<file path="config.mk">
export PLATFORM = sky130hd
export DESIGN_NAME = ansi_sgr_style_filter
export DESIGN_NICKNAME = d
export VERILOG_FILES = /design/src/rtl/asgr_pkg.sv /design/src/rtl/ansi_sgr_style_filter.sv
export SDC_FILE = /design/constraint.sdc
export NUM_CORES = 1
export LEC_CHECK = 0
export CORE_MARGIN = 3
export CORE_UTILIZATION = 50
export DETAILED_ROUTE_END_ITERATION = 8
export DONT_BUFFER_PORTS = 1
export HOLD_SLACK_MARGIN = 0.12
export PLACE_DENSITY = 0.79
export SLEW_MARGIN = 5
export SYNTH_ARGS = -nofsm -noshare
export SYNTH_HDL_FRONTEND = slang
export SYNTH_SLANG_ARGS = --single-unit
</file>
<file path="constraint.sdc">
create_clock -name clk -period 2.5 [get_ports clk]
set_clock_uncertainty 0.05 [all_clocks]
set_input_delay 0.125 -clock clk [delete_from_list [all_inputs] [get_ports clk]]
set_output_delay 0.125 -clock clk [all_outputs]
set_load 0.1 [all_outputs]
</file>
<file path="src/rtl/asgr_pkg.sv">
// Shared types and constants for the ANSI SGR style filter.
// No dependencies.
`timescale 1ns / 1ps

package asgr_pkg;

    localparam int unsigned BYTE_W   = 8;
    localparam int unsigned COLOUR_W = 4;
    // out_byte, bold, italic, underline, colour = 15 bits, padded to 16
    localparam int unsigned OUT_W    = 16;

    localparam logic [7:0] CH_ESC      = 8'h1B;
    localparam logic [7:0] CH_LBRACKET = 8'h5B;
    localparam logic [7:0] CH_SEMI     = 8'h3B;
    localparam logic [7:0] CH_M        = 8'h6D;
    localparam logic [7:0] CH_ZERO     = 8'h30;
    localparam logic [7:0] CH_NINE     = 8'h39;

    localparam logic [7:0] SGR_BOLD_ON       = 8'd1;
    localparam logic [7:0] SGR_ITALIC_ON     = 8'd3;
    localparam logic [7:0] SGR_UNDERLINE_ON  = 8'd4;
    localparam logic [7:0] SGR_BOLD_OFF      = 8'd22;
    localparam logic [7:0] SGR_ITALIC_OFF    = 8'd23;
    localparam logic [7:0] SGR_UNDERLINE_OFF = 8'd24;
    localparam logic [7:0] SGR_COLOUR_FIRST  = 8'd30;
    localparam logic [7:0] SGR_COLOUR_LAST   = 8'd37;
    localparam logic [7:0] SGR_COLOUR_BLACK  = 8'd38;

    localparam logic [COLOUR_W-1:0] COLOUR_BLACK   = 4'd0;
    localparam logic [COLOUR_W-1:0] COLOUR_DEFAULT = 4'd8;

    typedef enum logic [2:0] {
        PH_TEXT  = 3'b001,
        PH_ESC   = 3'b010,
        PH_PARAM = 3'b100
    } phase_t;

    typedef struct packed {
        logic                bold;
        logic                italic;
        logic                underline;
        logic [COLOUR_W-1:0] colour;
    } style_t;

    localparam style_t STYLE_RESET = '{bold: 1'b0, italic: 1'b0, underline: 1'b0,
                                      colour: COLOUR_DEFAULT};

endpackage

</file>
<file path="src/rtl/ansi_sgr_style_filter.sv">
// ANSI SGR style filter: strips ESC [ params m sequences, tags text bytes with style.
// Depends on asgr_pkg.
`timescale 1ns / 1ps

// Takes one byte per clock while the output side takes its requests, and returns
// at most one styled byte per request. A request passes an input register, then
// parser logic that updates the style and loads the output register. Escape bytes
// (ESC, '[', parameters, 'm') produce no output request. The parameter
// accumulator costs one multiply-by-ten adder.
module ansi_sgr_style_filter
    import asgr_pkg::*;
(
    input  logic                clk,
    input  logic                rst_n,

    input  logic                s_tvalid,
    output logic                s_tready,
    input  logic [BYTE_W-1:0]   s_tdata,   // [7:0] in_byte

    output logic                m_tvalid,
    input  logic                m_tready,
    output logic [OUT_W-1:0]    m_tdata    // [7:0] out_byte, [8] is_bold, [9] is_italic,
                                           // [10] is_underlined, [14:11] colour, [15] zero
);

    logic              in_valid_reg;
    logic [BYTE_W-1:0] in_byte_reg;

    logic              out_valid_reg;
    logic [BYTE_W-1:0] out_byte_reg;
    style_t            out_style_reg;

    phase_t            phase_reg,     phase_next;
    logic [7:0]        pval_reg,      pval_next;
    logic              pdigit_reg,    pdigit_next;
    logic              pinvalid_reg,  pinvalid_next;
    style_t            style_reg,     style_next;

    logic              advance;
    logic              emit;
    logic              is_digit;
    logic [11:0]       pval_prod;
    logic [7:0]        pval_sat;
    style_t            style_applied;

    assign advance  = in_valid_reg && (!out_valid_reg || m_tready);
    assign s_tready = !in_valid_reg || advance;

    assign is_digit  = (in_byte_reg >= CH_ZERO) && (in_byte_reg <= CH_NINE);
    assign pval_prod = {1'b0, pval_reg, 3'b000} + {3'b000, pval_reg, 1'b0}
                     + {8'd0, in_byte_reg[3:0]};
    assign pval_sat  = (pval_prod > 12'd255) ? 8'hFF : pval_prod[7:0];

    always_comb
    begin
        style_applied = style_reg;
        if (pinvalid_reg || !pdigit_reg)
        begin
            style_applied = STYLE_RESET;
        end
        else if (pval_reg == SGR_BOLD_ON)
        begin
            style_applied.bold = 1'b1;
        end
        else if (pval_reg == SGR_ITALIC_ON)
        begin
            style_applied.italic = 1'b1;
        end
        else if (pval_reg == SGR_UNDERLINE_ON)
        begin
            style_applied.underline = 1'b1;
        end
        else if (pval_reg == SGR_BOLD_OFF)
        begin
            style_applied.bold = 1'b0;
        end
        else if (pval_reg == SGR_ITALIC_OFF)
        begin
            style_applied.italic = 1'b0;
        end
        else if (pval_reg == SGR_UNDERLINE_OFF)
        begin
            style_applied.underline = 1'b0;
        end
        else if ((pval_reg >= SGR_COLOUR_FIRST) && (pval_reg <= SGR_COLOUR_LAST))
        begin
            style_applied.colour = COLOUR_W'(pval_reg - SGR_COLOUR_FIRST);
        end
        else if (pval_reg == SGR_COLOUR_BLACK)
        begin
            style_applied.colour = COLOUR_BLACK;
        end
        else
        begin
            style_applied = STYLE_RESET;
        end
    end

    always_comb
    begin
        phase_next    = phase_reg;
        pval_next     = pval_reg;
        pdigit_next   = pdigit_reg;
        pinvalid_next = pinvalid_reg;
        style_next    = style_reg;
        emit          = 1'b0;
        unique case (phase_reg)
            PH_PARAM:
            begin
                if (is_digit)
                begin
                    pval_next   = pval_sat;
                    pdigit_next = 1'b1;
                end
                else if (in_byte_reg == CH_SEMI || in_byte_reg == CH_M)
                begin
                    style_next    = style_applied;
                    pval_next     = 8'd0;
                    pdigit_next   = 1'b0;
                    pinvalid_next = 1'b0;
                    if (in_byte_reg == CH_M)
                    begin
                        phase_next = PH_TEXT;
                    end
                end
                else
                begin
                    pinvalid_next = 1'b1;
                end
            end
            PH_ESC, PH_TEXT:
            begin
                if (phase_reg == PH_ESC && in_byte_reg == CH_LBRACKET)
                begin
                    pval_next     = 8'd0;
                    pdigit_next   = 1'b0;
                    pinvalid_next = 1'b0;
                    phase_next    = PH_PARAM;
                end
                else if (in_byte_reg == CH_ESC)
                begin
                    phase_next = PH_ESC;
                end
                else
                begin
                    phase_next = PH_TEXT;
                    emit       = 1'b1;
                end
            end
            default:
            begin
                phase_next = PH_TEXT;
            end
        endcase
    end

    always_ff @(posedge clk or negedge rst_n)
    begin
        if (!rst_n)
        begin
            in_valid_reg  <= 1'b0;
            out_valid_reg <= 1'b0;
            phase_reg     <= PH_TEXT;
            pval_reg      <= 8'd0;
            pdigit_reg    <= 1'b0;
            pinvalid_reg  <= 1'b0;
            style_reg     <= STYLE_RESET;
        end
        else
        begin
            if (s_tready)
            begin
                in_valid_reg <= s_tvalid;
            end
            if (advance)
            begin
                phase_reg     <= phase_next;
                pval_reg      <= pval_next;
                pdigit_reg    <= pdigit_next;
                pinvalid_reg  <= pinvalid_next;
                style_reg     <= style_next;
                out_valid_reg <= emit;
            end
            else if (m_tready)
            begin
                out_valid_reg <= 1'b0;
            end
        end
    end

    always_ff @(posedge clk)
    begin
        if (s_tready && s_tvalid)
        begin
            in_byte_reg <= s_tdata;
        end
        if (advance && emit)
        begin
            out_byte_reg  <= in_byte_reg;
            out_style_reg <= style_reg;
        end
    end

    assign m_tvalid = out_valid_reg;
    assign m_tdata  = {1'b0, out_style_reg.colour, out_style_reg.underline,
                       out_style_reg.italic, out_style_reg.bold, out_byte_reg};

endmodule

</file>
==> impl_metrics.py <==
metrics = {
    "run_status": {
        "outcome": "complete, but fails checks",
        "failed_checks": "setup timing",
    },
    "global_route": {
        "track_usage_pct": 21.5,
        "grt_max_degree": 23,
        "grt_overflow_total": 0,
        "grt_antenna_before_repair": 0,
        "grt_pass1_vias": 2054,
        "grt_pass1_wl_um": 10500,
    },
    "clocking": {
        "clock_sinks": 45,
        "clk_path_buf_depth": 2,
        "clk_latency_ns": 0.30,
        "htree_num_levels": 2,
        "clockRootBuffer": "clkbuf_8",
        "cts_tree": "built",
        "clkTransAtPathRegs_ns": 0.09,
        "cts-buffers-inserted": 5,
    },
    "power": {
        "power.switching_mw": 0.481,
        "seq_power_share_pct": 58.0,
        "p_leak_nw": 1.38,
        "p_clk_share_pct": 33.6,
        "ir_worst_vdd_v": 0.000477,
        "pwr_density_cell_nw_per_um2": 505,
        "sw_frac_of_total_pct": 28.7,
        "total_power_mw": 1.68,
        "combinationalPowerShare_pct": 8.4,
        "intPower_mw": 1.19,
    },
    "cells_and_area": {
        "antenna_cells": 0,
        "fin_nets": 310,
        "drive_gt1_share_pct": 23.5,
        "syn2layout_area_growth_pct": 22.9,
        "stdcell_count": 351,
        "final_core_util_pct": 64.2,
        "fill_cells": 358,
        "design_area_um2": 3320,
    },
    "floorplanning": {
        "die_y_um": 79.5,
        "rows": 26,
        "fp.dieW_um": 79.5,
        "io_pins": 30,
        "start_util_pct": 52.2,
        "die_area_um2": 6320,
        "core_um2": 5170,
    },
    "worst_setup_path": {
        "r2r-end": "pval_reg[7]$_DFFE_PN0P_",
        "worstPathArrival_ns": 2.86,
        "end_kind": "flop",
        "crit_fanout": 3,
        "reg2reg_depth": 9,
        "startpoint_type": "flop",
        "worst_ep_required_time_ns": 2.59,
        "r2r_start": "pval_reg[2]$_DFFE_PN0P_",
        "r2r_slack_ns": -0.27,
        "worstSetupPathType": "flop to flop",
    },
    "sta": {
        "holdWs_ns": 0.177,
        "rsz0062_at_grt": "true",
        "max_freq_mhz": 361,
        "fin_crit_sh_pct": 111,
        "worst_slew_pin_slew_ns": 1.02,
        "finalSetupViolations": 8,
        "drv_slew": 0,
        "period_needed_ns": 2.77,
        "hold_violations": 0,
        "slew-limit-headroom_pct": 31.7,
        "setup_tns_ns": -1.38,
        "layout_setup_ws_ns": -0.272,
    },
    "drt": {
        "drcViolationCount": 0,
        "vias_per_cell": 6.17,
        "vias": 2167,
        "routed_wirelength_um": 6430,
        "wl_per_cell_um": 18.3,
        "drtIter0Drc": 154,
        "ant_nets": 0,
        "first_pass_iters": 4,
    },
    "placement": {
        "hpwl_um": 4120,
        "place.gp.congestion": 0.842,
        "port_buffers": 0,
        "dp.cells": 324,
        "post-place-ws_ns": -0.0989,
        "postPlaceCellArea_um2": 2950,
    },
    "hold_path": {
        "hp-class": "input pin to flop",
        "whs_path_depth": 4,
        "whs_endpoint": "phase_reg[1]$_DFFE_PN0P_",
        "hp-start": "m_tready",
    },
    "yosys": {
        "ys_async_sr_fraction_pct": 48.9,
        "ys_ff_latch": 45,
        "syn_area_um2": 2700,
        "ys.flop_type": "edfxtp_1",
        "syn_area_per_cell_um2": 11.3,
        "yosys_warnings": 0,
        "synth-seq-area-share_pct": 46.0,
        "synth_cell_type_count": 62,
        "synthesis.nets": 269,
        "synth_cells": 239,
        "synth_edf_count": 23,
    },
    "run": {
        "drv_cap": 0,
    },
}
## synthesized netlist by cell type, types with 4 or more instances
cell type,number,area (um2)
and2_1,4,25.0
xnor2_1,4,35.0
o21ai_0,5,25.0
nor3b_1,4,30.0
dfrtp_1,20,500
nor3_1,4,20.0
a21o_1,4,30.0
edfxtp_1,23,691
nand3_1,7,35.0
mux2_1,4,45.0
a21oi_1,9,45.0
nor2b_1,4,25.0
nand4b_1,4,35.0
a211oi_1,13,97.6
ha_1,16,200
o211ai_1,9,67.6
inv_1,6,22.5
and3_1,5,31.3
nor2_1,8,30.0
nand2b_1,5,31.3
nand2_1,21,78.8
## critical path, stage by stage (launching register included)
cell      delay, ns
dfrtp_1        0.42
fa_1           0.54
fa_2           0.41
a211oi_2       0.22
o31a_1         0.19
buf_6          0.14
o21ai_4        0.07
buf_4          0.16
a211oi_2       0.24
o211ai_1       0.17
## metal layers
layer	track usage, %	wire length [um]
met1	29.2	2900
met2	34.2	3180
met3	3.72	211
met4	8.59	135
met5	0	0
## power groups by stage
stage,clock network (mW),registers [mW],logic (mW)
floorplan,0,1.00,0.0671
global route,0.588,0.975,0.151
global placement,0,0.986,0.111
detailed placement,0,0.987,0.114
CTS,0.565,0.972,0.137
finish,0.564,0.972,0.141
## cell families (layout without fill, tap and decap cells)
group / after synthesis / in the layout / share of synthesized area, %
compound gates: 67 / 67 / 18.8
buf+inv: 12 / 54 / 1.90
simple gates: 85 / 85 / 20.2
flops: 45 / 45 / 46.0
other cells: 1 / 1 / 0.139
xor+xnor: 5 / 5 / 1.62
fa+ha+maj: 18 / 18 / 8.89
mux: 6 / 6 / 2.41
## how the worst max path moves through the flow
| stage | from | to | slack (ns) | cells after the start |
|---|---|---|---|---|
| final | pval_reg[2]$_DFFE_PN0P_ | pval_reg[7]$_DFFE_PN0P_ | -0.27 | 9 |
| after global routing | pval_reg[2]$_DFFE_PN0P_ | pval_reg[7]$_DFFE_PN0P_ | -0.33 | 9 |
| after CTS | pval_reg[2]$_DFFE_PN0P_ | pval_reg[0]$_DFFE_PN0P_ | -0.02 | 8 |
| after detailed placement | in_byte_reg[3]$_DFFE_PP_ | pval_reg[7]$_DFFE_PN0P_ | -0.1 | 7 |
| after global placement | in_byte_reg[3]$_DFFE_PP_ | pval_reg[1]$_DFFE_PN0P_ | 0.02 | 7 |
| after floorplan | pval_reg[1]$_DFFE_PN0P_ | pval_reg[0]$_DFFE_PN0P_ | 0.008 | 8 |
## final cells by class
type	instances	area, um2	share of cell area (%)
Multi-Input combinational cell	182	1510	45.5
Sequential cell	45	1240	37.5
Timing Repair Buffer	40	339	10.2
Tap cell	70	87.6	2.64
Clock buffer	7	86.3	2.60
Clock inverter	1	30.0	0.904
Inverter	6	22.5	0.678
## what timing repair did
| action | 4_1_cts | 5_1_grt |
|---|---|---|
| pin swaps | 9 | 6 |
| setup endpoints to repair | 8 | 8 |
| resized for setup | 13 | 4 |
| buffers inserted | 3 | 5 |
| gates cloned | 0 | 0 |
| endpoints found under the hold margin | 32 | 0 |
| hold buffers | 11 | 0 |
## layout by cell type (no fill, tap or decap), drive strengths merged, types with 3 or more instances in the layout
master        n
nor2b         4
nand2b        5
and3          5
o21a          3
xnor2         4
dfrtp        20
nor4b         3
nand2        21
nand4b        4
o2111ai       3
ha           16
nor3b         5
or2           4
a211oi       13
o21ai         8
mux2          4
clkbuf        7
dlygate4sd3  11
a21o          4
nor2          8
o211ai       10
edfxtp       23
a21oi         9
nand3         7
and2          4
nor3          4
buf          29
inv           6
(Power assumes the default switching activity.)
